==> src/hw/rtl/unix_time_to_calendar_date_assert.svh <==
// assertion helpers for the unix time to calendar date block
`ifndef UNIX_TIME_TO_CALENDAR_DATE_ASSERT_SVH
`define UNIX_TIME_TO_CALENDAR_DATE_ASSERT_SVH

`ifndef SYNTHESIS
// plain property, checked on every edge outside reset
`define UTCD_ASSERT(lbl, clk, rstn, prop, msg) \
  lbl: assert property (@(posedge clk) disable iff (!rstn) (prop)) else $error(msg);
// same-cycle implication
`define UTCD_ASSERT_IMPL(lbl, clk, rstn, ante, cons, msg) \
  lbl: assert property (@(posedge clk) disable iff (!rstn) (ante) |-> (cons)) else $error(msg);
`else
`define UTCD_ASSERT(lbl, clk, rstn, prop, msg)
`define UTCD_ASSERT_IMPL(lbl, clk, rstn, ante, cons, msg)
`endif

`endif

==> src/hw/rtl/utcd_pkg.sv <==
package utcd_pkg;

  // pipeline layout
  localparam int unsigned DivLast   = 4;            // days and second of day ready
  localparam int unsigned TodLast   = 8;            // hour, minute, second ready
  localparam int unsigned DateLast  = 12;           // year, month, day ready
  localparam int unsigned NumStages = DateLast + 5; // weekday takes four more

  typedef logic [37:0] useconds_t;
  typedef logic [13:0] year_t;
  typedef logic [3:0]  month_t;
  typedef logic [4:0]  mday_t;
  typedef logic [4:0]  hour_t;
  typedef logic [5:0]  minute_t;
  typedef logic [5:0]  second_t;
  typedef logic [2:0]  wday_t;
  typedef logic [21:0] days_t;
  typedef logic [16:0] dayrem_t;

  typedef logic [NumStages-1:0] stage_vec_t;

  typedef struct packed {
    stage_vec_t en;   // stage register loads this cycle
    stage_vec_t vld;  // stage register holds a live word
  } pipe_ctl_t;

  typedef struct packed {
    hour_t   hour;
    minute_t minute;
    second_t second;
  } tod_t;

  typedef struct packed {
    year_t  year;
    month_t month;
    mday_t  day;
  } date_t;

  localparam useconds_t MaxSeconds = 38'd253402300799;
  localparam dayrem_t   SecPerDay  = 17'd86400;
  // seconds per day is 128 times this
  localparam logic [9:0] DayOdd    = 10'd675;

  // reciprocals: for an n of N bits and a divisor d of L bits,
  // floor(n * ceil(2^(N+L) / d) / 2^(N+L)) equals floor(n / d)
  localparam logic [31:0] MulDay  = 32'(((64'd1 << 41) + 64'd674) / 64'd675);
  localparam logic [24:0] MulA    = 25'(((64'd1 << 42) + 64'd146096) / 64'd146097);
  localparam logic [27:0] MulC    = 28'(((64'd1 << 40) + 64'd7304) / 64'd7305);
  localparam logic [20:0] MulE    = 21'(((64'd1 << 35) + 64'd30600) / 64'd30601);
  localparam logic [17:0] MulHr   = 18'(((64'd1 << 29) + 64'd3599) / 64'd3600);
  localparam logic [12:0] MulMin  = 13'(((64'd1 << 18) + 64'd59) / 64'd60);
  localparam logic [14:0] MulCent = 15'(((64'd1 << 21) + 64'd99) / 64'd100);
  localparam logic [10:0] Mul7    = 11'(((64'd1 << 13) + 64'd6) / 64'd7);

  // floor(601 * e / 1000)
  function automatic logic [3:0] frac601(logic [3:0] e);
    logic [3:0] r;
    case (e)
      4'd0, 4'd1:   r = 4'd0;
      4'd2, 4'd3:   r = 4'd1;
      4'd4:         r = 4'd2;
      4'd5, 4'd6:   r = 4'd3;
      4'd7, 4'd8:   r = 4'd4;
      4'd9:         r = 4'd5;
      4'd10, 4'd11: r = 4'd6;
      4'd12, 4'd13: r = 4'd7;
      4'd14:        r = 4'd8;
      4'd15:        r = 4'd9;
      default:      r = 4'd0;
    endcase
    return r;
  endfunction

  // floor(26 * (m + 1) / 10) for the shifted months three to fourteen
  function automatic logic [5:0] month_term(logic [3:0] m);
    logic [5:0] r;
    case (m)
      4'd3:    r = 6'd10;
      4'd4:    r = 6'd13;
      4'd5:    r = 6'd15;
      4'd6:    r = 6'd18;
      4'd7:    r = 6'd20;
      4'd8:    r = 6'd23;
      4'd9:    r = 6'd26;
      4'd10:   r = 6'd28;
      4'd11:   r = 6'd31;
      4'd12:   r = 6'd33;
      4'd13:   r = 6'd36;
      4'd14:   r = 6'd39;
      default: r = 6'd0;
    endcase
    return r;
  endfunction

endpackage

==> src/hw/rtl/utcd_tod.sv <==
`include "unix_time_to_calendar_date_assert.svh"

module utcd_tod import utcd_pkg::*; (
  input  logic      clk_i,
  input  logic      rst_ni,
  input  pipe_ctl_t ctl_i,
  input  dayrem_t   rem_i,
  output tod_t      tod_o
);

  logic [34:0] hr_prod_q;
  dayrem_t     rem5_q;
  hour_t       hr6_q;
  logic [11:0] r2_6_q;
  logic [24:0] min_prod_q;
  hour_t       hr7_q;
  logic [11:0] r2_7_q;
  tod_t        tod_q [TodLast:NumStages-1];

  hour_t       hr6;
  logic [16:0] r2_full;
  minute_t     min8;
  logic [11:0] sec_full;

  assign hr6      = hr_prod_q[33:29];
  assign r2_full  = rem5_q - 17'(hr6) * 17'd3600;
  assign min8     = min_prod_q[23:18];
  assign sec_full = r2_7_q - 12'(min8) * 12'd60;

  always_ff @(posedge clk_i) begin
    if (ctl_i.en[DivLast + 1]) begin
      hr_prod_q <= 35'(rem_i) * 35'(MulHr);
      rem5_q    <= rem_i;
    end
    if (ctl_i.en[DivLast + 2]) begin
      hr6_q  <= hr6;
      r2_6_q <= r2_full[11:0];
    end
    if (ctl_i.en[DivLast + 3]) begin
      min_prod_q <= 25'(r2_6_q) * 25'(MulMin);
      hr7_q      <= hr6_q;
      r2_7_q     <= r2_6_q;
    end
    if (ctl_i.en[TodLast]) begin
      tod_q[TodLast] <= '{hour: hr7_q, minute: min8, second: sec_full[5:0]};
    end
    // ride along until the date side catches up
    for (int k = TodLast + 1; k < NumStages; k++) begin
      if (ctl_i.en[k]) begin
        tod_q[k] <= tod_q[k-1];
      end
    end
  end

  assign tod_o = tod_q[NumStages-1];

  `UTCD_ASSERT_IMPL(a_tod_range, clk_i, rst_ni, ctl_i.vld[TodLast], tod_q[TodLast].hour < 5'd24 && tod_q[TodLast].minute < 6'd60 && tod_q[TodLast].second < 6'd60, "time of day out of range")

endmodule

==> config.mk <==
export PLATFORM = sky130hd
export DESIGN_NAME = utcd_tod
export DESIGN_NICKNAME = d
export VERILOG_FILES = /design/src/hw/rtl/utcd_pkg.sv /design/src/hw/rtl/utcd_tod.sv
export VERILOG_INCLUDE_DIRS = /design/src /design/src/hw/rtl
export SDC_FILE = /design/constraint.sdc
export NUM_CORES = 1
export LEC_CHECK = 0
export BUFFER_PORTS_ARGS = -buffer_cell sky130_fd_sc_hd__clkbuf_2
export CORE_MARGIN = 10
export CORE_UTILIZATION = 65
export DETAILED_ROUTE_END_ITERATION = 10
export PLACE_DENSITY = 0.92
export SLEW_MARGIN = 15
export SYNTH_ARGS = -nofsm -noshare
export SYNTH_HDL_FRONTEND = slang
export SYNTH_SLANG_ARGS = --single-unit
export TNS_END_PERCENT = 50
==> constraint.sdc <==
create_clock -name clk_i -period 7.9 [get_ports clk_i]
set_input_delay 0.79 -clock clk_i [delete_from_list [all_inputs] [get_ports clk_i]]
set_output_delay 0.79 -clock clk_i [all_outputs]
set_load 0.02 [all_outputs]
==> impl_metrics.csv <==
group,metric,value,unit
run_status,outcome,"complete, no violations",
setup_path,slowest_stage,"a2111oi_0",
synth,synth_area,12300,um2
route,met1_length,8.32,mm
final_layout,nets,1300,
floorplan,rows,50,
synth,muxShareOfSynthArea,0,%
synth,synth_area_per_cell,14.1,um2
final_layout,diodes,0,
grt,first_global_vias,7391,
clocking,worstSkewPairLatency,0.48,ns
route,wire_per_inst,18.5,um
sta,relSlewSlack,39.1,%
synth,synth-compound-area-share,3.92,%
sta,tns,0,ns
sta,min_period_over_period,72.0,%
sta,fmax,176,MHz
route,drt_iter0_markers,352,
power,powerDensity,354,nW/um2
route,wl_met3,1.44,mm
synth,yosys.area_share.simple,2.97,%
synth,synth_xor_area_share,1.85,%
floorplan,initial_utilization,66.0,%
clocking,clock_path_buffers,3,
synth,ys_ff_latch,204,
sta,final_hold_viol_count,0,
setup_path,path_buf_inv,5,
setup_path,path_cells,"clkbuf_2, inv_1, ha_1, fa_1, fa_1, inv_1, fa_1, fa_1, inv_1, fa_1, inv_1, ha_1, nand3_1, nor2_1, nand2_2, a2111oi_0, o31a_1",
floorplan,dieWidth,158,um
synth,yosys.area.top_type,"edfxtp_1",
setup_path,cpMostUsedCell,"fa_1",
synth,netlist_instances,874,
clocking,cts_setup_buffers,0,
floorplan,core,18700,um2
route,drc_errors,0,
synth,yosysTopAreaCellShare,49.6,%
grt,grt_max_degree,18,
floorplan,ios,70,
sta,setup_viol,0,
placement,port_buffers,46,
synth,synth.area.top_cells,"edfxtp_1 (50%), ha_1 (23%), fa_1 (12%)",
run,drv_cap,0,
placement,dpl.hpwl,17.0,mm
synth,synthDistinctLibCells,45,
route,routed_wirelength,22.0,mm
worst_hold_path,hp-class,"reg -> reg",
grt,antenna_found_initial,1,
sta,worst_slew_pin_slew,0.891,ns
synth,synth_top_family_by_area,"adder cells",
final_layout,final_util,72.0,%
route,highest_layer,"met5",
setup_path,slowest_delay,0.79,ns
power,ir_drop,251,uV
setup_path,cp_max_fo,9,
sta,rsz0062_at_grt,"false",
route,vias,6666,
grt,grt_pass1_wl,36.1,mm
clocking,cts_repair_resize_count,0,
grt,grt_usage,18.5,%
route,firstDrtPassIters,5,
sta,period_needed,5.69,ns
synth,yosysWarnings,0,
clocking,htreeDepth,1,
clocking,clockRootBuffer,"clkbuf_16",
sta,drv_slew,0,
floorplan,dieArea,24900,um2
clocking,cts_hold_buffers,0,
sta,fin_hold_ws,0.410,ns
clocking,numCtsBuffers,20,
setup_path,critical_path_arrival,6.03,ns
route,via_per_inst,5.60,
route,wl_met2,11.4,mm
clocking,cts.sinks,204,
final_layout,area_growth,9.14,%
synth,ys.flop_type,"edfxtp_1",
grt,grt-ovfl-total,0,
clocking,path_clk_slew,0.06,ns
setup_path,startpoint_type,"primary input",
power,power,4770,uW
clocking,cts_tree,"built",
synth,seq_area_frac_synth,49.6,%
synth,syn-num-nets,1232,
floorplan,die_h,158,um
synth,synth-adder-area-share,35.6,%
final_layout,drive_gt1_share,9.31,%
setup_path,worstSetupPathType,"in -> reg",
sta,fin_skew,0.00780,ns
power,power.leakage,0.00627,uW
setup_path,crit_family,"adder cells",
placement,gp_congestion,0.890,
setup_path,required,8.25,ns
synth,synthArstFlopShare,0,%
synth,synth_edf_count,204,
route,ant_nets,0,
setup_path,crit_path_end_kind,"flop",
-- worst reg2reg max path, delay by kind of cell, from the launching register on --
| kind | cells | cell delay, ns |
|---|---|---|
| compound gates | 4 | 0.82 |
| fa+ha+maj | 5 | 1.72 |
| flops | 1 | 0.52 |
| buf+inv | 3 | 0.15 |
| xor+xnor | 1 | 0.16 |
-- per-stage QoR --
stage                     std cells  instance area, um2  worst slack (ns)
after floorplan                 874               12300              2.61
after global placement         1154               12900              1.94
after detailed placement       1154               12900              1.86
after CTS                      1190               13500              2.27
after global routing           1190               13500              2.08
final                          1190               13500              2.21
-- flip-flops by register name, summed over array words and instances (netlist names) --
| name | count |
|---|---|
| rem5_q | 11 |
| hr6_q | 5 |
| min_prod_q | 6 |
| tod_q | 153 |
| r2_6_q | 12 |
| hr_prod_q | 6 |
| hr7_q | 5 |
| r2_7_q | 6 |
-- cells in the final DEF (no fill, tap or decap), types with 13 or more instances in the layout --
cell       instances
o21ai_0           13
xnor2_1           21
clkbuf_16         20
inv_1            198
edfxtp_1         204
nand2_1           15
nor2_1            13
clkbuf_2          46
fa_1              77
a21oi_1           24
ha_1             228
-- synth_stat cells (all sizes together) (2+ instances only) --
library cell,n
nand2,18
o221ai,2
nor2,13
xor2,5
or2,5
xnor2,21
o211ai,2
a221o,2
nor3,6
ha,228
nor2b,7
a31oi,3
a211oi,7
a21oi,24
o22ai,2
edfxtp,204
nor4,2
o21ai,15
inv,198
a21o,5
nand3,12
fa,77
-- cell families after synthesis --
kind of cell,Yosys count
xor+xnor,26
flops,204
buf+inv,198
simple gates,70
compound gates,71
fa+ha+maj,305
-- where the power goes --
group	switching, uW	internal (uW)
logic	1370	1020
registers	85.5	1430
clock network	368	499
-- path summary, 6_finish.rpt --
| check | startpoint | end | slack, ns | cells past startpoint |
|---|---|---|---|---|
| min reg2reg | tod_q[11][14]$_DFFE_PP_ | tod_q[12][14]$_DFFE_PP_ | 0.41 | 0 |
| max | rem_i[6] | hr_prod_q[32]$_DFFE_PP_ | 2.21 | 17 |
| min | tod_q[11][14]$_DFFE_PP_ | tod_q[12][14]$_DFFE_PP_ | 0.41 | 0 |
| max reg2reg | r2_6_q[4]$_DFFE_PP_ | min_prod_q[21]$_DFFE_PP_ | 4.26 | 13 |
-- routing by layer --
layer,track usage (%),vias to the layer above
met4,7.30,2
met2,33.5,233
met3,3.15,75
met1,21.3,3207
li1,-,3149
met5,0,-
-- area by class of cell --
| cell class | count | area [um2] |
|---|---|---|
| clock buffer | 23 | 512 |
| clock inverter | 13 | 93.8 |
| fill | 1101 | 5240 |
| inverter | 198 | 743 |
| multi-input combinational | 472 | 5470 |
| sequential | 204 | 6130 |
| tap | 234 | 293 |
| timing repair buffer | 46 | 230 |
Power figures use the tool's default switching activity.
