File: config.mk
export PLATFORM = sky130hd
export DESIGN_NAME = utcd_date
export DESIGN_NICKNAME = d
export VERILOG_FILES = /design/src/hw/rtl/utcd_pkg.sv /design/src/hw/rtl/utcd_date.sv
export VERILOG_INCLUDE_DIRS = /design/src /design/src/hw/rtl
export SDC_FILE = /design/constraint.sdc
export NUM_CORES = 2
export LEC_CHECK = 0
export ABC_AREA = 1
export BUFFER_PORTS_ARGS = -buffer_cell sky130_fd_sc_hd__buf_2
export CAP_MARGIN = 30
export CORE_MARGIN = 8
export CORE_UTILIZATION = 43
export CTS_CLUSTER_DIAMETER = 60
export DETAILED_ROUTE_END_ITERATION = 16
export GPL_ROUTABILITY_DRIVEN = 0
export PLACE_DENSITY = 0.58
export SKIP_CTS_REPAIR_TIMING = 1
export SYNTH_ARGS = -nofsm -noshare
export SYNTH_HDL_FRONTEND = slang
export SYNTH_SLANG_ARGS = --single-unit
File: constraint.sdc
create_clock -name clk_i -period 17.5 [get_ports clk_i]
set_clock_uncertainty 0.1 [all_clocks]
set_input_delay 1.75 -clock clk_i [delete_from_list [all_inputs] [get_ports clk_i]]
set_output_delay 1.75 -clock clk_i [all_outputs]
set_load 0.05 [all_outputs]
File: src/hw/rtl/unix_time_to_calendar_date_assert.svh
// assertion helpers for the unix time to calendar date block
`ifndef UNIX_TIME_TO_CALENDAR_DATE_ASSERT_SVH
`define UNIX_TIME_TO_CALENDAR_DATE_ASSERT_SVH

`ifndef SYNTHESIS
// plain property, checked on every edge outside reset
`define UTCD_ASSERT(lbl, clk, rstn, prop, msg) \
  lbl: assert property (@(posedge clk) disable iff (!rstn) (prop)) else $error(msg);
// same-cycle implication
`define UTCD_ASSERT_IMPL(lbl, clk, rstn, ante, cons, msg) \
  lbl: assert property (@(posedge clk) disable iff (!rstn) (ante) |-> (cons)) else $error(msg);
`else
`define UTCD_ASSERT(lbl, clk, rstn, prop, msg)
`define UTCD_ASSERT_IMPL(lbl, clk, rstn, ante, cons, msg)
`endif

`endif

File: src/hw/rtl/utcd_pkg.sv
package utcd_pkg;

  // pipeline layout
  localparam int unsigned DivLast   = 4;            // days and second of day ready
  localparam int unsigned TodLast   = 8;            // hour, minute, second ready
  localparam int unsigned DateLast  = 12;           // year, month, day ready
  localparam int unsigned NumStages = DateLast + 5; // weekday takes four more

  typedef logic [37:0] useconds_t;
  typedef logic [13:0] year_t;
  typedef logic [3:0]  month_t;
  typedef logic [4:0]  mday_t;
  typedef logic [4:0]  hour_t;
  typedef logic [5:0]  minute_t;
  typedef logic [5:0]  second_t;
  typedef logic [2:0]  wday_t;
  typedef logic [21:0] days_t;
  typedef logic [16:0] dayrem_t;

  typedef logic [NumStages-1:0] stage_vec_t;

  typedef struct packed {
    stage_vec_t en;   // stage register loads this cycle
    stage_vec_t vld;  // stage register holds a live word
  } pipe_ctl_t;

  typedef struct packed {
    hour_t   hour;
    minute_t minute;
    second_t second;
  } tod_t;

  typedef struct packed {
    year_t  year;
    month_t month;
    mday_t  day;
  } date_t;

  localparam useconds_t MaxSeconds = 38'd253402300799;
  localparam dayrem_t   SecPerDay  = 17'd86400;
  // seconds per day is 128 times this
  localparam logic [9:0] DayOdd    = 10'd675;

  // reciprocals: for an n of N bits and a divisor d of L bits,
  // floor(n * ceil(2^(N+L) / d) / 2^(N+L)) equals floor(n / d)
  localparam logic [31:0] MulDay  = 32'(((64'd1 << 41) + 64'd674) / 64'd675);
  localparam logic [24:0] MulA    = 25'(((64'd1 << 42) + 64'd146096) / 64'd146097);
  localparam logic [27:0] MulC    = 28'(((64'd1 << 40) + 64'd7304) / 64'd7305);
  localparam logic [20:0] MulE    = 21'(((64'd1 << 35) + 64'd30600) / 64'd30601);
  localparam logic [17:0] MulHr   = 18'(((64'd1 << 29) + 64'd3599) / 64'd3600);
  localparam logic [12:0] MulMin  = 13'(((64'd1 << 18) + 64'd59) / 64'd60);
  localparam logic [14:0] MulCent = 15'(((64'd1 << 21) + 64'd99) / 64'd100);
  localparam logic [10:0] Mul7    = 11'(((64'd1 << 13) + 64'd6) / 64'd7);

  // floor(601 * e / 1000)
  function automatic logic [3:0] frac601(logic [3:0] e);
    logic [3:0] r;
    case (e)
      4'd0, 4'd1:   r = 4'd0;
      4'd2, 4'd3:   r = 4'd1;
      4'd4:         r = 4'd2;
      4'd5, 4'd6:   r = 4'd3;
      4'd7, 4'd8:   r = 4'd4;
      4'd9:         r = 4'd5;
      4'd10, 4'd11: r = 4'd6;
      4'd12, 4'd13: r = 4'd7;
      4'd14:        r = 4'd8;
      4'd15:        r = 4'd9;
      default:      r = 4'd0;
    endcase
    return r;
  endfunction

  // floor(26 * (m + 1) / 10) for the shifted months three to fourteen
  function automatic logic [5:0] month_term(logic [3:0] m);
    logic [5:0] r;
    case (m)
      4'd3:    r = 6'd10;
      4'd4:    r = 6'd13;
      4'd5:    r = 6'd15;
      4'd6:    r = 6'd18;
      4'd7:    r = 6'd20;
      4'd8:    r = 6'd23;
      4'd9:    r = 6'd26;
      4'd10:   r = 6'd28;
      4'd11:   r = 6'd31;
      4'd12:   r = 6'd33;
      4'd13:   r = 6'd36;
      4'd14:   r = 6'd39;
      default: r = 6'd0;
    endcase
    return r;
  endfunction

endpackage

File: src/hw/rtl/utcd_date.sv
`include "unix_time_to_calendar_date_assert.svh"

module utcd_date import utcd_pkg::*; (
  input  logic      clk_i,
  input  logic      rst_ni,
  input  pipe_ctl_t ctl_i,
  input  days_t     days_i,
  output date_t     date_o
);

  logic [48:0] a_prod_q;
  days_t       days5_q;
  logic [22:0] b6_q;
  logic [54:0] c_prod_q;
  logic [22:0] b7_q;
  logic [13:0] c8_q;
  logic [22:0] b8_q;
  logic [9:0]  d9_q;
  logic [13:0] c9_q;
  logic [19:0] ne10_q;
  logic [9:0]  d10_q;
  logic [13:0] c10_q;
  logic [3:0]  e11_q;
  logic [9:0]  d11_q;
  logic [13:0] c11_q;
  date_t       date_q;

  logic [23:0] n_a;
  logic [6:0]  a_val;
  logic [22:0] b_val;
  logic [26:0] n_c;
  logic [22:0] d_full;
  logic [40:0] e_prod;
  logic [9:0]  f_full;

  // century correction term
  assign n_a   = {days_i, 2'b00} + 24'd102032;
  assign a_val = a_prod_q[48:42] + 7'd15;
  assign b_val = 23'(days5_q) + 23'd2442113 + 23'(a_val) - 23'(a_val[6:2]);

  // year of the shifted calendar, then day within it
  assign n_c    = 27'({b6_q, 4'b0000}) + 27'({b6_q, 2'b00}) - 27'd2442;
  assign d_full = b8_q - 23'(c8_q) * 23'd365 - 23'(c8_q[13:2]);

  // month, then day of month
  assign e_prod = 41'(ne10_q) * 41'(MulE);
  assign f_full = d11_q - 10'(e11_q) * 10'd30 - 10'(frac601(e11_q));

  always_ff @(posedge clk_i) begin
    if (ctl_i.en[DivLast + 1]) begin
      a_prod_q <= 49'(n_a) * 49'(MulA);
      days5_q  <= days_i;
    end
    if (ctl_i.en[DivLast + 2]) begin
      b6_q <= b_val;
    end
    if (ctl_i.en[DivLast + 3]) begin
      c_prod_q <= 55'(n_c) * 55'(MulC);
      b7_q     <= b6_q;
    end
    if (ctl_i.en[DivLast + 4]) begin
      c8_q <= c_prod_q[53:40];
      b8_q <= b7_q;
    end
    if (ctl_i.en[DivLast + 5]) begin
      d9_q <= d_full[9:0];
      c9_q <= c8_q;
    end
    if (ctl_i.en[DivLast + 6]) begin
      ne10_q <= 20'(d9_q) * 20'd1000;
      d10_q  <= d9_q;
      c10_q  <= c9_q;
    end
    if (ctl_i.en[DivLast + 7]) begin
      e11_q <= e_prod[38:35];
      d11_q <= d10_q;
      c11_q <= c10_q;
    end
    if (ctl_i.en[DateLast]) begin
      date_q.day <= f_full[4:0];
      // months past the thirteenth belong to the next year
      if (e11_q <= 4'd13) begin
        date_q.year  <= c11_q - 14'd4716;
        date_q.month <= e11_q - 4'd1;
      end else begin
        date_q.year  <= c11_q - 14'd4715;
        date_q.month <= e11_q - 4'd13;
      end
    end
  end

  assign date_o = date_q;

  `UTCD_ASSERT_IMPL(a_month_range, clk_i, rst_ni, ctl_i.vld[DateLast], date_q.month >= 4'd1 && date_q.month <= 4'd12 && date_q.day != 5'd0, "calendar date out of range")

endmodule

==> impl_metrics.yaml <==
synth:
  synth_top_area_share_pct: 29.3
  synth.ff_latch_count: 208
  most_repeated_cell_in_the_gate_level_netlist_after_synthesis: "inv_1"
  synth_fp_nets: 5625
  yosysWarnings: 0
  cells_after_synth: 4193
  netlist_top_cells_count: "1172 x inv_1, 795 x ha_1, 579 x fa_1"
  number_of_synthesized_flops_with_an_enable_pin: 204
  synth.yosys.seq_area_share_pct: 15.7
  top_cell_type_by_total_area_after_synthesis: "fa_1"
  synthFlopType: "edfxtp_1"
  ys_types: 57
  postSynthAreaPerCell_sq_um: 9.44
  synth.cell_area_sq_um: 39600
  synth_top_cells_by_area: "fa_1 29%, ha_1 25%, edfxtp_1 15%"
  async_flop_share_pct: 0
sta:
  grt_setup_unrepaired: "no"
  clock.fmax_mhz: 100
  setup_viol: 0
  finalHoldViolCount: 0
  max_slew.worst_pin.slew_ps: 1000
  fin_tns_setup_ps: 0
  final.setup.worst_slack_ps: 7550
  timing.final.max_slew_violations: 0
  max-slew-margin-rel_pct: 33.0
  timing.final.crit_period_ps: 9950
  period_share_pct: 56.9
global_route:
  grt-busiest-layer: "met2"
  grt.met3_usage_pct: 2.12
  initial_antenna_violation_count: 1
  grt_pass1_wl_um: 150000
  grt_start_max_net_pins: 35
  grt_pass1_vias: 28300
  grt_overflow_total: 0
  globalRouteTotalUtil_pct: 18.3
  gr-usage-met1_pct: 22.8
  grt.met2_usage_pct: 33.7
critical_path:
  timing.critical_path.max_delay_family: "adder cells"
  reg2regPathDepth: 33
  worstSetupPathDepth: 33
  r2r_slack_ps: 7550
  worst_ep_required_time_ps: 17690
  critPathKind: "flip-flop to flip-flop"
  critical_path_fanout_max: 13
  critical_path.slowest_cell: "fa_1"
  critical_path.max_stage_delay_ps: 640
  worstSetupEndpoint: "c_prod_q[48]"
  timing.critical_path.mode_cell: "inv_1"
  cp.arrival_ps: 10150
  end_kind: "flip-flop"
  reg2reg_from: "b6_q[0]"
  regToRegEndpoint: "c_prod_q[48]"
  start_kind: "flip-flop"
  startpoint: "b6_q[0]"
  buffers_and_inverters_on_the_worst_path: 8
floorplanning:
  initial_utilization_pct: 43.3
  rows: 111
  horizontal_die_dimension_um: 319
  floorplan.die.height_um: 319
  floorplan.core_area_sq_um: 91400
  floorplan.io_pins: 81
  dieArea_sq_um: 102000
routing:
  via_count: 26900
  route.final.wire_length_um: 92700
  viasPerCell: 4.90
  ant_nets: 0
  wire_per_inst_um: 16.9
  drc: 0
  drt_first_iter_violations: 1185
  dr.pass1.iters: 7
placed_design:
  placedInstanceArea_sq_um: 41400
  dp_hpwl_um: 84200
  dp_slack_ps: 7600
  place.port_buffers: 53
cells_and_area:
  post-route-util_pct: 46.2
  fin_area_sq_um: 42200
  finalNetCount: 5717
  antenna-diode-count: 0
  layout-drive-gt1-share_pct: 3.46
  areaGrowthSynthToFinish_pct: 6.65
cts:
  ctsRootBufferMaster: "clkbuf_16"
  cts_num_sinks: 208
  clock_tree.buffer_depth: 3
  clkLatencyLatePin_ps: 550
  cts.reportedPaths.clkPinSlew_ps: 60
  tritoncts: "done"
  cts_made_buffers: 26
  cts_htree_levels: 1
run:
  drv_cap: 0
status:
  run_status: "finished, final reports clean"
min_path:
  hp-class: "flip-flop to flip-flop"
==> registers in the layout, indices dropped and copies added (netlist names), 7 cells and up, named ones only <==
signal / flops
ne10_q: 15
c_prod_q: 15
c9_q: 14
b6_q: 23
date_o: 23
b7_q: 9
a_prod_q: 7
c11_q: 14
d9_q: 10
b8_q: 10
days5_q: 22
c8_q: 14
c10_q: 14
==> placed cells by master (no fill, tap or decap), types with 7 or more instances in the layout <==
master / netlist / layout
nor3_1: 27 / 27
nand2_2: 9 / 9
fa_1: 579 / 579
ha_1: 795 / 795
nand3_1: 88 / 88
nand2_1: 448 / 448
a21oi_1: 194 / 194
a21o_1: 36 / 36
inv_2: 7 / 7
inv_1: 1172 / 1172
buf_2: 0 / 53
a31oi_1: 21 / 21
clkbuf_16: 0 / 26
nor2_1: 199 / 199
nand4_1: 29 / 29
nor4_1: 15 / 15
xnor2_1: 46 / 46
o21bai_1: 12 / 12
or2_2: 9 / 9
clkbuf_1: 2 / 7
o211ai_1: 8 / 8
o21ai_0: 110 / 110
xor2_1: 109 / 109
edfxtp_1: 204 / 204
buf_4: 0 / 13
==> worst min path at each step <==
stage / from / to / depth (start not counted)
finish: c_prod_q[48] / c8_q[8] / 0
global placement: b7_q[5] / b8_q[5] / 0
CTS: c_prod_q[48] / c8_q[8] / 0
global route: c_prod_q[48] / c8_q[8] / 0
floorplan: c_prod_q[2] / b8_q[0] / 0
detailed placement: c9_q[3] / c10_q[3] / 0
==> per-stage QoR <==
| stage | hold WS [ps] | instances |
|---|---|---|
| 6_report | 291 | 5489 |
| 5_1_grt | 305 | 5489 |
| 3_5_place_dp | 305 | 5443 |
| 2_1_floorplan | 300 | 4193 |
| 4_1_cts | 287 | 5489 |
| 3_3_place_gp | 301 | 5440 |
==> cell type report <==
type	instances	area (sq um)
inverters	1179	4430
multi-input cells	2804	28900
well taps	1186	1480
clock buffers	33	677
flip-flops and latches	208	6210
clock inverters	13	114
repair buffers	66	363
fillers	8800	49200
==> cells by family (layout without fill, tap and decap cells) <==
kind of cell | Yosys count | in the layout | share of synthesized area, %
fa+ha+maj | 1374 | 1374 | 54.4
simple gates | 851 | 851 | 9.11
flops | 208 | 208 | 15.7
buf+inv | 1181 | 1291 | 11.2
compound gates | 423 | 423 | 6.10
xor+xnor | 156 | 156 | 3.47
==> routing by layer <==
layer	share of wire, %	wire (um)	vias up
met5	0.014	13	-
met4	2.5	2280	2
met3	3.6	3370	116
met2	51	47100	427
met1	43	40000	13000
li1	-	-	13400
Power is left out: the tool's default activity adds up to more than one toggle a clock period on the data nets, which glitch-free logic cannot reach.
