==> src/hw/rtl/unix_time_to_calendar_date_assert.svh <==
// assertion helpers for the unix time to calendar date block
`ifndef UNIX_TIME_TO_CALENDAR_DATE_ASSERT_SVH
`define UNIX_TIME_TO_CALENDAR_DATE_ASSERT_SVH

`ifndef SYNTHESIS
// plain property, checked on every edge outside reset
`define UTCD_ASSERT(lbl, clk, rstn, prop, msg) \
  lbl: assert property (@(posedge clk) disable iff (!rstn) (prop)) else $error(msg);
// same-cycle implication
`define UTCD_ASSERT_IMPL(lbl, clk, rstn, ante, cons, msg) \
  lbl: assert property (@(posedge clk) disable iff (!rstn) (ante) |-> (cons)) else $error(msg);
`else
`define UTCD_ASSERT(lbl, clk, rstn, prop, msg)
`define UTCD_ASSERT_IMPL(lbl, clk, rstn, ante, cons, msg)
`endif

`endif

==> src/hw/rtl/utcd_pkg.sv <==
package utcd_pkg;

  // pipeline layout
  localparam int unsigned DivLast   = 4;            // days and second of day ready
  localparam int unsigned TodLast   = 8;            // hour, minute, second ready
  localparam int unsigned DateLast  = 12;           // year, month, day ready
  localparam int unsigned NumStages = DateLast + 5; // weekday takes four more

  typedef logic [37:0] useconds_t;
  typedef logic [13:0] year_t;
  typedef logic [3:0]  month_t;
  typedef logic [4:0]  mday_t;
  typedef logic [4:0]  hour_t;
  typedef logic [5:0]  minute_t;
  typedef logic [5:0]  second_t;
  typedef logic [2:0]  wday_t;
  typedef logic [21:0] days_t;
  typedef logic [16:0] dayrem_t;

  typedef logic [NumStages-1:0] stage_vec_t;

  typedef struct packed {
    stage_vec_t en;   // stage register loads this cycle
    stage_vec_t vld;  // stage register holds a live word
  } pipe_ctl_t;

  typedef struct packed {
    hour_t   hour;
    minute_t minute;
    second_t second;
  } tod_t;

  typedef struct packed {
    year_t  year;
    month_t month;
    mday_t  day;
  } date_t;

  localparam useconds_t MaxSeconds = 38'd253402300799;
  localparam dayrem_t   SecPerDay  = 17'd86400;
  // seconds per day is 128 times this
  localparam logic [9:0] DayOdd    = 10'd675;

  // reciprocals: for an n of N bits and a divisor d of L bits,
  // floor(n * ceil(2^(N+L) / d) / 2^(N+L)) equals floor(n / d)
  localparam logic [31:0] MulDay  = 32'(((64'd1 << 41) + 64'd674) / 64'd675);
  localparam logic [24:0] MulA    = 25'(((64'd1 << 42) + 64'd146096) / 64'd146097);
  localparam logic [27:0] MulC    = 28'(((64'd1 << 40) + 64'd7304) / 64'd7305);
  localparam logic [20:0] MulE    = 21'(((64'd1 << 35) + 64'd30600) / 64'd30601);
  localparam logic [17:0] MulHr   = 18'(((64'd1 << 29) + 64'd3599) / 64'd3600);
  localparam logic [12:0] MulMin  = 13'(((64'd1 << 18) + 64'd59) / 64'd60);
  localparam logic [14:0] MulCent = 15'(((64'd1 << 21) + 64'd99) / 64'd100);
  localparam logic [10:0] Mul7    = 11'(((64'd1 << 13) + 64'd6) / 64'd7);

  // floor(601 * e / 1000)
  function automatic logic [3:0] frac601(logic [3:0] e);
    logic [3:0] r;
    case (e)
      4'd0, 4'd1:   r = 4'd0;
      4'd2, 4'd3:   r = 4'd1;
      4'd4:         r = 4'd2;
      4'd5, 4'd6:   r = 4'd3;
      4'd7, 4'd8:   r = 4'd4;
      4'd9:         r = 4'd5;
      4'd10, 4'd11: r = 4'd6;
      4'd12, 4'd13: r = 4'd7;
      4'd14:        r = 4'd8;
      4'd15:        r = 4'd9;
      default:      r = 4'd0;
    endcase
    return r;
  endfunction

  // floor(26 * (m + 1) / 10) for the shifted months three to fourteen
  function automatic logic [5:0] month_term(logic [3:0] m);
    logic [5:0] r;
    case (m)
      4'd3:    r = 6'd10;
      4'd4:    r = 6'd13;
      4'd5:    r = 6'd15;
      4'd6:    r = 6'd18;
      4'd7:    r = 6'd20;
      4'd8:    r = 6'd23;
      4'd9:    r = 6'd26;
      4'd10:   r = 6'd28;
      4'd11:   r = 6'd31;
      4'd12:   r = 6'd33;
      4'd13:   r = 6'd36;
      4'd14:   r = 6'd39;
      default: r = 6'd0;
    endcase
    return r;
  endfunction

endpackage

==> src/hw/rtl/utcd_wday.sv <==
module utcd_wday import utcd_pkg::*; (
  input  logic      clk_i,
  input  pipe_ctl_t ctl_i,
  input  date_t     date_i,
  output date_t     date_o,
  output wday_t     weekday_o
);

  logic [28:0] cent_prod_q;
  year_t       yz13_q;
  month_t      mz13_q;
  date_t       date13_q;
  logic [7:0]  s1_q;
  logic [9:0]  s2_q;
  date_t       date14_q;
  logic [20:0] w_prod_q;
  logic [9:0]  sum15_q;
  date_t       date15_q;
  wday_t       wd16_q;
  date_t       date16_q;

  logic        early;
  year_t       yz;
  month_t      mz;
  logic [6:0]  cent;
  year_t       yoc_full;
  logic [6:0]  yoc;
  logic [9:0]  sum;
  logic [6:0]  q7;
  logic [9:0]  wd_full;

  // january and february count as months of the previous year
  assign early = (date_i.month <= 4'd2);
  assign yz    = early ? date_i.year - 14'd1 : date_i.year;
  assign mz    = early ? date_i.month + 4'd12 : date_i.month;

  assign cent     = cent_prod_q[27:21];
  assign yoc_full = yz13_q - 14'(cent) * 14'd100;
  assign yoc      = yoc_full[6:0];

  assign sum     = 10'(s1_q) + s2_q;
  assign q7      = w_prod_q[19:13];
  assign wd_full = sum15_q - 10'(q7) * 10'd7 + 10'd1;

  always_ff @(posedge clk_i) begin
    if (ctl_i.en[DateLast + 1]) begin
      cent_prod_q <= 29'(yz) * 29'(MulCent);
      yz13_q      <= yz;
      mz13_q      <= mz;
      date13_q    <= date_i;
    end
    if (ctl_i.en[DateLast + 2]) begin
      s1_q     <= 8'(date13_q.day) + 8'(month_term(mz13_q)) + 8'(yoc) + 8'(yoc[6:2]);
      s2_q     <= 10'(cent) * 10'd5 + 10'(cent[6:2]) + 10'd5;
      date14_q <= date13_q;
    end
    if (ctl_i.en[DateLast + 3]) begin
      w_prod_q <= 21'(sum) * 21'(Mul7);
      sum15_q  <= sum;
      date15_q <= date14_q;
    end
    if (ctl_i.en[DateLast + 4]) begin
      wd16_q   <= wd_full[2:0];
      date16_q <= date15_q;
    end
  end

  assign date_o    = date16_q;
  assign weekday_o = wd16_q;

endmodule

==> config.mk <==
export PLATFORM = sky130hd
export DESIGN_NAME = utcd_wday
export DESIGN_NICKNAME = d
export VERILOG_FILES = /design/src/hw/rtl/unix_time_to_calendar_date_assert.svh /design/src/hw/rtl/utcd_pkg.sv /design/src/hw/rtl/utcd_wday.sv
export SDC_FILE = /design/constraint.sdc
export NUM_CORES = 1
export LEC_CHECK = 0
export BUFFER_PORTS_ARGS = -buffer_cell sky130_fd_sc_hd__buf_2
export CAP_MARGIN = 20
export CORE_MARGIN = 1.5
export CORE_UTILIZATION = 55
export CTS_CLUSTER_DIAMETER = 120
export CTS_CLUSTER_SIZE = 8
export DETAILED_ROUTE_END_ITERATION = 6
export PLACE_DENSITY_LB_ADDON = 0.05
export SYNTH_ARGS = -nofsm -noshare
export SYNTH_HDL_FRONTEND = slang
export SYNTH_SLANG_ARGS = --single-unit
==> constraint.sdc <==
create_clock -name clk_i -period 7.8 [get_ports clk_i]
set_input_delay 1.17 -clock clk_i [delete_from_list [all_inputs] [get_ports clk_i]]
set_output_delay 1.17 -clock clk_i [all_outputs]
set_load 0.05 [all_outputs]
==> summary by stage <==
Outcome
The run finished with clean final reports.

Synth
The number of register bits inferred by synthesis is 141. The async set or reset register ratio after synthesis is 0. The net count after synthesis is 1268.

For this run, the register share of the synthesized area comes to 0.373. The number of flops mapped to enable cells by yosys is 135. The number of synthesis warnings is 0. The synthesized area per cell is 12.1 um^2.

The distinct cell type count of the synthesized netlist is 61. The predominant post-synthesis flop cell is sky130_fd_sc_hd__edfxtp_1. Counting every instance in the synthesized netlist gives 922. The synthesized netlist occupies a cell area of 11200 um^2.

Layout
For this run, the post-layout net count is around 1300. The share of post-route cells with drive strength above 1 is 0.115. The post-layout instance count excluding filler cells is approximately 1300. With fillers left out, the area of the finished cells amounts to 12500 um^2. The area added between synthesis and finish is 11.5%. At the end of the flow the core is filled with cells to 0.621.

Routing
Using the TritonRoute via totals, the vias-per-cell ratio works out to 4.94. The first-pass iteration count of the detailed router is 6. The count of unresolved DRC violations after routing is 0. The detailed router finished its first iteration with 225 violations. After detailed routing, the average wire length per cell comes to 13.8 um. In this run the remaining antenna-violating nets after routing total 0. The routed wire length is between 15000 and 20000 um. For this block, the via count after detailed routing is between 6000 and 7000.

Floorplanning
The die footprint is 21200 um^2. The overall die width is 146 um. The initial utilization of the core area, before any placement, comes to 0.557.

The floorplan has 52 rows. The core region is 20100 um^2. For this design the top-level I/O count stands at 84. The height of the die is 146 um.

STA
The final number of max-transition violations is 0. The headroom to the max-slew limit is 0.332. Summed over all failing endpoints, the final setup total negative slack is 0 ns. The number of failing setup endpoints in the final timing report is 0.

The pin slew with the least headroom to its limit is 1.00 ns. The peak clock frequency supported by timing is 0.141 GHz. Setup repair after global routing left no endpoint under its margin. The shortest clock period the worst path allows after layout is 7.07 ns. The clock skew after layout is 0.00495 ns. In the finished design, the share of the clock period the worst path needs comes to 0.907. The total count of hold-check failures in the final report is 0.

Setup path
STA classifies the critical path endpoint as a register. STA classifies the critical path startpoint as an input port. The arrival time at the worst endpoint is 7.23 ns.

The startpoint-to-endpoint class of the critical path is in -> reg. The depth of the worst register-to-register path is 24. The data required time of the critical path is 7.96 ns. The largest fanout on the critical path is 6.

Global routing
Entering global routing, the biggest net connects 44 pins. The via count of the first global-routing pass is 6383. The first global-routing pass estimated between 30000 and 40000 um of wire. The global-route usage over all layers is 0.182.

After global routing the overflow that remains totals 0. The initial antenna violation count is 1.

Clock network
The buffer cell driving the clock tree root is sky130_fd_sc_hd__clkbuf_16. The number of post-CTS setup repair buffers is 0. The number of levels in the clock H-tree is 4. The clock-pin slew on the worst setup and hold paths is 0.06 ns. The number of buffers between clock root and the deepest sink is 2.

The TritonCTS clock tree is yes. For the worst-skew pair, the clock arrives at the later sink with an insertion delay of 0.42 ns. After clock tree synthesis, the flow added hold-fix buffers numbering 0. The number of buffers created by CTS is 17. The post-cts sizing count is 0. CTS saw approximately 140 sinks.

Worst hold path
The class of the most critical hold timing path is reg -> reg. The hold path depth is 0.

Place
At the end of routability-driven placement, the weighted congestion stood at 0.872. The detailed placer's ending HPWL is 14900 um. Counting tap cells, the placed design contains a total of 1254 instances. The cell area after placement is about 12000 um^2.

The number of port buffers is 53.

Flow run
The tool flagged a number of max-cap violations equal to 0.
==> registers in the layout (all words and copies together) (netlist names), 3 cells and up, named ones only <==
register / count
date14_q: 23
w_prod_q: 4
s1_q: 8
date_o: 23
yz13_q: 7
mz13_q: 4
s2_q: 10
cent_prod_q: 7
weekday_o: 3
date13_q: 21
date15_q: 23
==> metrics by stage <==
step	hold WS (ns)	setup WS, ns
2_1_floorplan	0.400	0.843
3_3_place_gp	0.400	0.377
3_5_place_dp	0.405	0.353
4_1_cts	0.415	0.758
5_1_grt	0.415	0.337
6_report	0.415	0.728
==> synth_stat cells, types with 2 or more instances <==
cell type                   instances  share of area
sky130_fd_sc_hd__nor3_1            10         0.0045
sky130_fd_sc_hd__nand2_1           16         0.0054
sky130_fd_sc_hd__o21bai_1           6         0.0040
sky130_fd_sc_hd__or3_1              4         0.0022
sky130_fd_sc_hd__buf_6              2         0.0020
sky130_fd_sc_hd__nand3b_1           3         0.0020
sky130_fd_sc_hd__inv_1            223          0.075
sky130_fd_sc_hd__o22ai_1            4         0.0022
sky130_fd_sc_hd__nor4_1             3         0.0017
sky130_fd_sc_hd__nand3_1            6         0.0027
sky130_fd_sc_hd__or2_2              2         0.0011
sky130_fd_sc_hd__o21a_1            11         0.0074
sky130_fd_sc_hd__a21oi_1           28          0.013
sky130_fd_sc_hd__a21o_1             8         0.0054
sky130_fd_sc_hd__nor2_1            23         0.0077
sky130_fd_sc_hd__xor2_1            21          0.016
sky130_fd_sc_hd__nand4_1            4         0.0022
sky130_fd_sc_hd__nand2b_1           5         0.0028
sky130_fd_sc_hd__o21ai_0           11         0.0049
sky130_fd_sc_hd__and3_1             2         0.0011
sky130_fd_sc_hd__nor3_2             3         0.0027
sky130_fd_sc_hd__clkbuf_1           2        0.00067
sky130_fd_sc_hd__o2111ai_1          3         0.0023
sky130_fd_sc_hd__xnor2_2            4         0.0058
sky130_fd_sc_hd__dfxtp_1            6          0.011
sky130_fd_sc_hd__fa_1              87           0.16
sky130_fd_sc_hd__and2_1             2         0.0011
sky130_fd_sc_hd__edfxtp_1         135           0.36
sky130_fd_sc_hd__xnor2_1           43          0.034
sky130_fd_sc_hd__a211oi_1           2         0.0013
sky130_fd_sc_hd__nor2b_1            7         0.0039
sky130_fd_sc_hd__ha_1             201           0.22
sky130_fd_sc_hd__mux2i_1            7         0.0063
==> critical path, cell delays in order <==
cell and delay [ns]:
sky130_fd_sc_hd__buf_2 0.11, sky130_fd_sc_hd__inv_1 0.18, sky130_fd_sc_hd__ha_1 0.17, sky130_fd_sc_hd__a21boi_1 0.28, sky130_fd_sc_hd__or2_1 0.27, sky130_fd_sc_hd__nand4_2 0.22
sky130_fd_sc_hd__nor2_1 0.16, sky130_fd_sc_hd__xor2_1 0.23, sky130_fd_sc_hd__inv_1 0.15, sky130_fd_sc_hd__fa_1 0.50, sky130_fd_sc_hd__inv_1 0.04, sky130_fd_sc_hd__ha_1 0.30
sky130_fd_sc_hd__fa_1 0.47, sky130_fd_sc_hd__fa_1 0.55, sky130_fd_sc_hd__inv_1 0.05, sky130_fd_sc_hd__fa_1 0.55, sky130_fd_sc_hd__inv_1 0.05, sky130_fd_sc_hd__ha_1 0.32
sky130_fd_sc_hd__a21oi_1 0.15, sky130_fd_sc_hd__o21ai_1 0.14, sky130_fd_sc_hd__and2_1 0.18, sky130_fd_sc_hd__a2111oi_0 0.61, sky130_fd_sc_hd__o41ai_1 0.20, sky130_fd_sc_hd__xor2_1 0.17
==> worst paths after layout <==
kind	from	endpoint	slack (ns)
worst max register to register	s2_q[0]$_DFFE_PP_	w_prod_q[15]$_DFFE_PP_	1.88
worst min-delay path	date14_q[19]$_DFFE_PP_	date15_q[19]$_DFFE_PP_	0.41
worst max-delay path	date_i[7]	cent_prod_q[25]$_DFFE_PP_	0.73
worst min register to register	date14_q[19]$_DFFE_PP_	date15_q[19]$_DFFE_PP_	0.41
==> metal layers <==
metal	share of wire	wire [um]	GRT usage	vias up
li1	-	-	-	3252
met1	0.48	8450	0.249	3019
met2	0.49	8670	0.302	67
met3	0.021	378	0.0282	19
met4	0.016	286	0.0536	0
met5	0	0	0	-
==> kinds of logic (layout without fill, tap and decap cells) <==
| kind of cell | after synthesis | in the layout | synth area share |
|---|---|---|---|
| compound gates | 88 | 88 | 0.0523 |
| xor+xnor | 70 | 70 | 0.0598 |
| fa+ha+maj | 288 | 288 | 0.380 |
| buf+inv | 228 | 322 | 0.0778 |
| flops | 141 | 141 | 0.373 |
| mux | 10 | 10 | 0.0103 |
| other cells | 0 | 1 | 0 |
| simple gates | 97 | 97 | 0.0467 |
==> cells in the final DEF (no fill, tap or decap), types with 8 or more instances in the layout <==
cell type	n
sky130_fd_sc_hd__edfxtp_1	135
sky130_fd_sc_hd__nor2_1	23
sky130_fd_sc_hd__clkbuf_16	17
sky130_fd_sc_hd__a21oi_1	28
sky130_fd_sc_hd__o21ai_0	11
sky130_fd_sc_hd__nor3_1	10
sky130_fd_sc_hd__a21o_1	8
sky130_fd_sc_hd__fa_1	87
sky130_fd_sc_hd__nand2_1	16
sky130_fd_sc_hd__inv_1	223
sky130_fd_sc_hd__xnor2_1	43
sky130_fd_sc_hd__ha_1	201
sky130_fd_sc_hd__buf_2	53
sky130_fd_sc_hd__o21a_1	11
sky130_fd_sc_hd__xor2_1	21
sky130_fd_sc_hd__buf_4	13
==> layout make-up <==
| class | count | area [um^2] |
|---|---|---|
| diodes | 1 | 2.50 |
| inverters | 224 | 841 |
| clock inverters | 15 | 193 |
| multi-input cells | 553 | 6150 |
| well taps | 270 | 338 |
| flip-flops and latches | 141 | 4170 |
| clock buffers | 17 | 425 |
| fillers | 1630 | 7620 |
| repair buffers | 66 | 363 |
Power is not shown: default switching activity piles up to over one toggle a cycle in this logic, so the estimate is an artifact.
