===== src/hw/rtl/unix_time_to_calendar_date_assert.svh =====
// assertion helpers for the unix time to calendar date block
`ifndef UNIX_TIME_TO_CALENDAR_DATE_ASSERT_SVH
`define UNIX_TIME_TO_CALENDAR_DATE_ASSERT_SVH

`ifndef SYNTHESIS
// plain property, checked on every edge outside reset
`define UTCD_ASSERT(lbl, clk, rstn, prop, msg) \
  lbl: assert property (@(posedge clk) disable iff (!rstn) (prop)) else $error(msg);
// same-cycle implication
`define UTCD_ASSERT_IMPL(lbl, clk, rstn, ante, cons, msg) \
  lbl: assert property (@(posedge clk) disable iff (!rstn) (ante) |-> (cons)) else $error(msg);
`else
`define UTCD_ASSERT(lbl, clk, rstn, prop, msg)
`define UTCD_ASSERT_IMPL(lbl, clk, rstn, ante, cons, msg)
`endif

`endif


===== src/hw/rtl/utcd_pkg.sv =====
package utcd_pkg;

  // pipeline layout
  localparam int unsigned DivLast   = 4;            // days and second of day ready
  localparam int unsigned TodLast   = 8;            // hour, minute, second ready
  localparam int unsigned DateLast  = 12;           // year, month, day ready
  localparam int unsigned NumStages = DateLast + 5; // weekday takes four more

  typedef logic [37:0] useconds_t;
  typedef logic [13:0] year_t;
  typedef logic [3:0]  month_t;
  typedef logic [4:0]  mday_t;
  typedef logic [4:0]  hour_t;
  typedef logic [5:0]  minute_t;
  typedef logic [5:0]  second_t;
  typedef logic [2:0]  wday_t;
  typedef logic [21:0] days_t;
  typedef logic [16:0] dayrem_t;

  typedef logic [NumStages-1:0] stage_vec_t;

  typedef struct packed {
    stage_vec_t en;   // stage register loads this cycle
    stage_vec_t vld;  // stage register holds a live word
  } pipe_ctl_t;

  typedef struct packed {
    hour_t   hour;
    minute_t minute;
    second_t second;
  } tod_t;

  typedef struct packed {
    year_t  year;
    month_t month;
    mday_t  day;
  } date_t;

  localparam useconds_t MaxSeconds = 38'd253402300799;
  localparam dayrem_t   SecPerDay  = 17'd86400;
  // seconds per day is 128 times this
  localparam logic [9:0] DayOdd    = 10'd675;

  // reciprocals: for an n of N bits and a divisor d of L bits,
  // floor(n * ceil(2^(N+L) / d) / 2^(N+L)) equals floor(n / d)
  localparam logic [31:0] MulDay  = 32'(((64'd1 << 41) + 64'd674) / 64'd675);
  localparam logic [24:0] MulA    = 25'(((64'd1 << 42) + 64'd146096) / 64'd146097);
  localparam logic [27:0] MulC    = 28'(((64'd1 << 40) + 64'd7304) / 64'd7305);
  localparam logic [20:0] MulE    = 21'(((64'd1 << 35) + 64'd30600) / 64'd30601);
  localparam logic [17:0] MulHr   = 18'(((64'd1 << 29) + 64'd3599) / 64'd3600);
  localparam logic [12:0] MulMin  = 13'(((64'd1 << 18) + 64'd59) / 64'd60);
  localparam logic [14:0] MulCent = 15'(((64'd1 << 21) + 64'd99) / 64'd100);
  localparam logic [10:0] Mul7    = 11'(((64'd1 << 13) + 64'd6) / 64'd7);

  // floor(601 * e / 1000)
  function automatic logic [3:0] frac601(logic [3:0] e);
    logic [3:0] r;
    case (e)
      4'd0, 4'd1:   r = 4'd0;
      4'd2, 4'd3:   r = 4'd1;
      4'd4:         r = 4'd2;
      4'd5, 4'd6:   r = 4'd3;
      4'd7, 4'd8:   r = 4'd4;
      4'd9:         r = 4'd5;
      4'd10, 4'd11: r = 4'd6;
      4'd12, 4'd13: r = 4'd7;
      4'd14:        r = 4'd8;
      4'd15:        r = 4'd9;
      default:      r = 4'd0;
    endcase
    return r;
  endfunction

  // floor(26 * (m + 1) / 10) for the shifted months three to fourteen
  function automatic logic [5:0] month_term(logic [3:0] m);
    logic [5:0] r;
    case (m)
      4'd3:    r = 6'd10;
      4'd4:    r = 6'd13;
      4'd5:    r = 6'd15;
      4'd6:    r = 6'd18;
      4'd7:    r = 6'd20;
      4'd8:    r = 6'd23;
      4'd9:    r = 6'd26;
      4'd10:   r = 6'd28;
      4'd11:   r = 6'd31;
      4'd12:   r = 6'd33;
      4'd13:   r = 6'd36;
      4'd14:   r = 6'd39;
      default: r = 6'd0;
    endcase
    return r;
  endfunction

endpackage


===== src/hw/rtl/utcd_daydiv.sv =====
`include "unix_time_to_calendar_date_assert.svh"

module utcd_daydiv import utcd_pkg::*; (
  input  logic      clk_i,
  input  logic      rst_ni,
  input  pipe_ctl_t ctl_i,
  input  useconds_t unix_seconds_i,
  output days_t     days_o,
  output dayrem_t   rem_o
);

  useconds_t   tsat;
  logic [30:0] n0_q;    // seconds in units of 128
  logic [6:0]  lo0_q;   // seconds below 128
  logic [46:0] ph1_q;
  logic [47:0] pl1_q;
  logic [9:0]  n1_q;
  logic [6:0]  lo1_q;
  days_t       days2_q;
  logic [9:0]  n2_q;
  logic [6:0]  lo2_q;
  days_t       days3_q;
  logic [9:0]  m3_q;
  logic [9:0]  n3_q;
  logic [6:0]  lo3_q;
  days_t       days4_q;
  dayrem_t     rem4_q;

  logic [62:0] prod;
  logic [19:0] m_full;
  logic [9:0]  r_low;

  // clamp at the last second of year 9999
  assign tsat = (unix_seconds_i > MaxSeconds) ? MaxSeconds : unix_seconds_i;

  // days = floor((t >> 7) / 675), split product summed one stage later
  assign prod   = {ph1_q, 16'b0} + 63'(pl1_q);
  // remainder below 675, so ten low bits carry it exactly
  assign m_full = 20'(days2_q[9:0]) * 20'(DayOdd);
  assign r_low  = n3_q - m3_q;

  always_ff @(posedge clk_i) begin
    if (ctl_i.en[0]) begin
      n0_q  <= tsat[37:7];
      lo0_q <= tsat[6:0];
    end
    if (ctl_i.en[1]) begin
      ph1_q <= 47'(n0_q[30:16]) * 47'(MulDay);
      pl1_q <= 48'(n0_q[15:0]) * 48'(MulDay);
      n1_q  <= n0_q[9:0];
      lo1_q <= lo0_q;
    end
    if (ctl_i.en[2]) begin
      days2_q <= prod[62:41];
      n2_q    <= n1_q;
      lo2_q   <= lo1_q;
    end
    if (ctl_i.en[3]) begin
      days3_q <= days2_q;
      m3_q    <= m_full[9:0];
      n3_q    <= n2_q;
      lo3_q   <= lo2_q;
    end
    if (ctl_i.en[DivLast]) begin
      days4_q <= days3_q;
      rem4_q  <= {r_low, lo3_q};
    end
  end

  assign days_o = days4_q;
  assign rem_o  = rem4_q;

  `UTCD_ASSERT_IMPL(a_rem_in_day, clk_i, rst_ni, ctl_i.vld[DivLast],
                    rem_o < SecPerDay, "second of day out of range")

endmodule


===== config.mk =====
export PLATFORM = sky130hd
export DESIGN_NAME = utcd_daydiv
export DESIGN_NICKNAME = d
export VERILOG_FILES = /design/src/hw/rtl/utcd_pkg.sv /design/src/hw/rtl/utcd_daydiv.sv
export VERILOG_INCLUDE_DIRS = /design/src /design/src/hw/rtl
export SDC_FILE = /design/constraint.sdc
export NUM_CORES = 1
export LEC_CHECK = 0
export ABC_AREA = 1
export BUFFER_PORTS_ARGS = -buffer_cell sky130_fd_sc_hd__buf_4
export CORE_MARGIN = 3
export CORE_UTILIZATION = 40
export CTS_CLUSTER_SIZE = 30
export DETAILED_ROUTE_END_ITERATION = 12
export PLACE_DENSITY = 0.59
export SKIP_LAST_GASP = 1
export SYNTH_ARGS = -nofsm -noshare
export SYNTH_HDL_FRONTEND = slang
export SYNTH_SLANG_ARGS = --single-unit

===== constraint.sdc =====
create_clock -name clk_i -period 5.7 [get_ports clk_i]
set_clock_uncertainty 0.2 [all_clocks]
set_input_delay 1.14 -clock clk_i [delete_from_list [all_inputs] [get_ports clk_i]]
set_output_delay 1.14 -clock clk_i [all_outputs]
set_load 0.02 [all_outputs]

==> metrics.cfg, run 1 <==
[logic_synthesis]
netlist_instances = 3213
syn_avg_cell_area_um2 = 8.702
synth_top_family_by_area = adder cells
synth_seq_cells = 260
netlist_area_um2 = 27960
ys_types = 38
syn_nets = 3980
synth_top_cell_by_area = edfxtp_1
synth_seq_area_share = 0.2793
synthAdderAreaFrac = 0.3684
ys_warn_count = 0
synth_compound_area_frac = 0.06391
synth_edf_count = 260
synth-xor-area-share = 0.02475
synth_top_area_frac = 0.2793
synthTopCellsByArea = edfxtp_1 28%, ha_1 21%, fa_1 16%
synthSimpleGateAreaFrac = 0.1645
ys.flop_type = edfxtp_1
muxShareOfSynthArea = 0
async_flop_share = 0

[hold_path]
hold_depth = 0
whs_endpoint = days3_q[19]$_DFFE_PP_
holdCritStartpoint = days2_q[19]$_DFFE_PP_
hold_class = reg -> reg

[final_layout]
n_antenna_cell = 0
layout.nets = 4147
final_core_util = 0.4549
final_cell_mix = 723 x inv_1, 671 x nand2_1, 467 x ha_1
drive_above_1_share = 0.07961
area_delta_synth_final_pct = 12.18
final_common_cell = inv_1

[setup_path]
worstRegToRegCells = 16
setup.worst_path.class = reg -> reg
r2r-start = n0_q[29]$_SDFFCE_PN1P_
regToRegEndpoint = ph1_q[38]$_DFFE_PP_
reg2reg_slack_ns = 0.21
end_kind = register
cp-start-kind = register
arrival_ns = 5.68
critPathMaxFanout = 4
worstPathRequired_ns = 5.89

[clocking]
cts_tree = yes
clkLatencyLatePin_ns = 0.60
cts_sinks = 260
cts-root-buf = clkbuf_16
htree_levels = 1
cts_buffers = 30
clkTransAtPathRegs_ns = 0.07
postCtsHoldBufs = 0
cts_buffer_depth = 3

[global_routing]
grt_pass1_wl_mm = 115.4
grt_overflow = 0
first_global_vias = 20706
antenna_found_initial = 0
grt_use_total = 0.2046
grt_max_degree = 68

[place]
post-dp-hpwl_mm = 66.26
port_buffers = 82
gp_congestion = 0.9513

[run_status]
status = completed

[sta]
hold_viol_final = 0
period_needed_ns = 5.490
max_slew.worst_pin.slew_ns = 1.082
max_freq_mhz = 182.1
period_share = 0.9632
rsz0062_at_grt = true
relSlewSlack = 0.2781
maxSlewViolCount = 0
finalSetupViolations = 0

[route]
top_layer = met4
wl_met1_mm = 36.29
final_antenna_net_count = 0
wl_met2_mm = 34.27
wl_mm = 75.67
dr.pass1.iters = 5
drt_iter0_markers = 1293
num_vias = 20881
viasPerCell = 4.817
dr_wl_met3_mm = 3.089
drc = 0
wire_per_inst_um = 17.46

[die]
fp.dieW_um = 270.4
core_um2 = 68950
dieArea_um2 = 73100
die_h_um = 270.4
start_util = 0.4055
io_pins = 113
num_rows = 96

[flow_run]
drv_cap = 0

[flip-flops by register name (all words and copies together), names as in the netlist, 9 cells and up]
signal / cells
days2_q: 22
days3_q: 22
days_o: 22
m3_q: 9
n0_q: 31
n1_q: 9
n2_q: 10
n3_q: 10
ph1_q: 47
pl1_q: 33
rem_o: 17
[worst max-delay path by stage]
stage | start | to | cells after the start
floorplan | n0_q[14]$_SDFFCE_PN1P_ | pl1_q[44]$_DFFE_PP_ | 20
global placement | n0_q[13]$_SDFFCE_PN1P_ | pl1_q[45]$_DFFE_PP_ | 22
detailed placement | n0_q[13]$_SDFFCE_PN1P_ | pl1_q[36]$_DFFE_PP_ | 21
CTS | n0_q[13]$_SDFFCE_PN1P_ | pl1_q[36]$_DFFE_PP_ | 21
global route | n0_q[8]$_SDFFCE_PN0P_ | pl1_q[44]$_DFFE_PP_ | 16
finish | n0_q[29]$_SDFFCE_PN1P_ | ph1_q[38]$_DFFE_PP_ | 16
[critical path, cell delays in order, from the launching register on]
cell,delay [ns]
edfxtp_1,0.48
fa_1,0.57
inv_1,0.07
fa_1,0.48
fa_1,0.47
fa_1,0.51
inv_1,0.05
fa_1,0.59
fa_1,0.48
ha_4,0.33
nand2_1,0.11
nor2_2,0.16
nand2_1,0.11
nor2_1,0.21
nand3_1,0.11
nand3_1,0.13
xor2_1,0.24
[logic make-up after synthesis]
| logic type | Yosys count |
|---|---|
| simple gates | 1114 |
| buf+inv | 738 |
| fa+ha+maj | 693 |
| compound gates | 329 |
| flops | 260 |
| xor+xnor | 79 |
[synthesized netlist by cell type (4+ instances only)]
master	number
a21o_1	7
a21oi_1	182
edfxtp_1	260
fa_1	217
ha_1	476
inv_1	729
nand2_1	675
nand2_2	9
nand2_4	4
nand3_1	98
nand3b_1	4
nand4_1	50
nor2_1	237
nor3_1	17
nor4_1	8
o211ai_1	7
o21a_1	13
o21ai_0	90
o21ai_1	5
o21bai_1	16
xnor2_1	29
xor2_1	50
[what timing repair did]
item	CTS	global route
gates resized for setup	1	71
buffers inserted	0	3
pin swaps	0	16
setup endpoints to repair	3	34
[metal layers]
metal | GRT usage | up-vias
li1 | - | 10624
met1 | 0.2921 | 9745
met2 | 0.3339 | 416
met3 | 0.02141 | 96
met4 | 0.04983 | 0
met5 | 0 | -
[per-stage QoR]
| step | cell area [µm²] | setup TNS (ns) | worst slack, ns | std cells | hold slack (ns) |
|---|---|---|---|---|---|
| after floorplan | 27960 | 0 | 0.1388 | 3213 | 0.2003 |
| after global placement | 30130 | -0.005312 | -0.005312 | 4276 | 0.2006 |
| after detailed placement | 30130 | -0.04289 | -0.02600 | 4276 | 0.2045 |
| after CTS | 31100 | -0.009201 | -0.005606 | 4332 | 0.2099 |
| after global routing | 31360 | -0.03107 | -0.01720 | 4335 | 0.2220 |
| final | 31360 | 0 | 0.2096 | 4335 | 0.2160 |
[area by class of cell]
cell class,instances,area [µm²]
clock inverters,24,188.9
multi-input cells,2215,17610
inverters,732,2748
clock buffers,32,779.5
repair buffers,141,1062
fillers,6925,37580
flip-flops and latches,260,7807
well taps,931,1165
Power of run 1 is left out: the tool's default activity adds up to more than one toggle a clock period on the data nets, which glitch-free logic cannot reach.
==> inputs of run 2 (changes only) <==
--- a/config.mk
+++ b/config.mk
@@ -6,7 +6,6 @@
 export SDC_FILE = /design/constraint.sdc
 export NUM_CORES = 1
 export LEC_CHECK = 0
-export ABC_AREA = 1
 export BUFFER_PORTS_ARGS = -buffer_cell sky130_fd_sc_hd__buf_4
 export CORE_MARGIN = 3
 export CORE_UTILIZATION = 40
==> run 2 against run 1 <==
  * The flow now finishes with violations (setup timing)
  * Final area is 1.1% lower
  * Core utilization is 5.6 points higher
  * Cell count fell by 21%
  * Die area shrank 12%
  * Maximum frequency decreased by 8.2%
  * Hold slack got worse by 0.0020 ns
  * Via count shrank 18%
  * Routed wire length shrank 19%
  * Worst setup slack got worse by 0.49 ns
  * Register-to-register slack worse by 0.49 ns
  * Clock-buffer cell count increased by 1
  * Largest cell class unchanged
==> metrics.cfg, run 2 <==
[logic_synthesis]
synth_most_common_cell = ha_1
ys.flop_type = edfxtp_1
syn_avg_cell_area_um2 = 11.28
async_flop_share = 0
synth_top_area_frac = 0.3167
ys_types = 67
synth_seq_area_share = 0.3167
synth_edf_count = 260
synth_common_cells = 476 x ha_1, 455 x inv_1, 260 x edfxtp_1, 217 x fa_1, 106 x a21oi_1
netlist_instances = 2185
syn_nets = 2952
synth_seq_cells = 260
ys_warn_count = 0
synth_top_cell_by_area = edfxtp_1
synthTopCellsByArea = edfxtp_1 32%, ha_1 24%, fa_1 18%
netlist_area_um2 = 24650

[setup_path]
critical_path_buf_inv_count = 7
end_kind = register
crit_top_cell = fa_1
path_cells = fa_2 -> inv_2 -> fa_1 -> inv_2 -> fa_1 -> inv_1 -> fa_1 -> inv_1 -> fa_1 -> inv_1 -> fa_1 -> inv_2 -> ha_4 -> a21o_1 -> or3_1 -> o211ai_1 -> and4bb_4 -> buf_6 -> nor2_4 -> a31oi_4 -> o21bai_1 -> xor2_1
critPathMaxFanout = 4
crit_family = adder cells
setup.worst_path.class = reg -> reg
crit_slowest_cell = fa_2
arrival_ns = 6.11
worstPathRequired_ns = 5.83
cp-start-kind = register
slowest_delay_ns = 0.61

[global_routing]
antenna_found_initial = 0
grt_overflow = 0
first_global_vias = 18041
grt_max_degree = 66
grt_pass1_wl_mm = 96.90
grt_use_total = 0.1913

[clocking]
cts_tree = yes
cts_buffers = 30
cts_sinks = 260
clkTransAtPathRegs_ns = 0.06
cts-root-buf = clkbuf_16
clkLatencyLatePin_ns = 0.59
htree_levels = 1
cts_buffer_depth = 3

[die]
core_um2 = 60700
io_pins = 113
dieArea_um2 = 64640
num_rows = 90
die_h_um = 254.2
fp.dieW_um = 254.2
start_util = 0.4061

[final_layout]
nFillCells = 5329
largest_reg_flops = 47
regMostFlops = ph1_q
layout.nets = 3382
multi_input_area_um2 = 16190
n_antenna_cell = 0
top_regs = ph1_q x47, pl1_q x33, n0_q x31
drive_above_1_share = 0.2634
final_cell_mix = 434 x inv_1, 431 x ha_1, 402 x buf_4
final_core_util = 0.5112
area_delta_synth_final_pct = 25.88
final_common_cell = inv_1
seq_area_um2 = 7807

[route]
wl_mm = 61.40
final_antenna_net_count = 0
num_vias = 17114
dr.pass1.iters = 5
wire_per_inst_um = 17.95
drt_iter0_markers = 844
viasPerCell = 5.003
drc = 0

[sta]
hold_viol_final = 0
max_slew.worst_pin.slew_ns = 0.9105
worst_slack_ns = -0.2820
finalSetupViolations = 18
period_needed_ns = 5.982
maxSlewViolCount = 0
period_share = 1.049
rsz0062_at_grt = true
max_freq_mhz = 167.2
relSlewSlack = 0.3876

[place]
port_buffers = 82
gp_congestion = 0.9319
post-dp-hpwl_mm = 50.96

[run_status]
violations = setup timing
status = finished with violations

[flow_run]
drv_cap = 0

[hold_path]
hold_class = reg -> reg

run 2: kinds of logic (layout without fill, tap and decap cells):
logic type               count (synthesis)  count (layout)  share of synthesized area
adder cells (fa/ha/maj)                693             693                     0.4178
buffers and inverters                  482             936                    0.07375
AO/OA/AOI/OAI                          342             342                    0.08974
AND/OR/NAND/NOR                        296             296                    0.06213
flip-flops                             260             260                     0.3167
XOR/XNOR                               112             112                    0.03979
run 2: final timing paths:
check,startpoint,endpoint,slack (ns),cells past startpoint
hold / removal,n2_q[7]$_DFFE_PP_,n3_q[7]$_DFFE_PP_,0.21,0
setup / recovery,n0_q[13]$_SDFFCE_PN1P_,pl1_q[41]$_DFFE_PP_,-0.28,22
hold reg to reg,n2_q[7]$_DFFE_PP_,n3_q[7]$_DFFE_PP_,0.21,0
setup reg to reg,n0_q[13]$_SDFFCE_PN1P_,pl1_q[41]$_DFFE_PP_,-0.28,22
run 2: area by class of cell:
cell class | instances | area share
Inverter | 455 | 0.05504
Clock buffer | 33 | 0.02456
Clock inverter | 23 | 0.009879
Multi-Input combinational cell | 1443 | 0.5218
Sequential cell | 260 | 0.2516
Tap cell | 782 | 0.03153
Timing Repair Buffer | 425 | 0.1056
run 2: stage by stage:
step / setup slack [ns] / cell area (µm²) / instances / hold WS [ns] / TNS [ns]
floorplan: -0.08203 / 24720 / 2185 / 0.2003 / -0.3449
global placement: -0.5289 / 28390 / 3314 / 0.2013 / -9.559
detailed placement: -0.5904 / 28390 / 3314 / 0.2045 / -11.57
CTS: -0.2749 / 30340 / 3400 / 0.2151 / -2.583
global route: -0.4528 / 31030 / 3421 / 0.2218 / -6.928
finish: -0.2820 / 31030 / 3421 / 0.2140 / -2.314
run 2: metal layers:
layer	vias to the layer above	part of all wire	track usage
li1	8308	-	-
met1	8425	0.47	0.2738
met2	318	0.47	0.3206
met3	63	0.040	0.01815
met4	0	0.018	0.03457
met5	-	0	0
run 2: repair_timing:
action                     in CTS  in global routing
hold buffers                    0                  0
setup buffers                  32                 24
cloned                          0                  0
setup endpoints to repair      37                 42
hold endpoints to repair        0                  0
pin swaps                      80                 92
gates resized for setup       136                122
Power of run 2 is left out for the same reason.
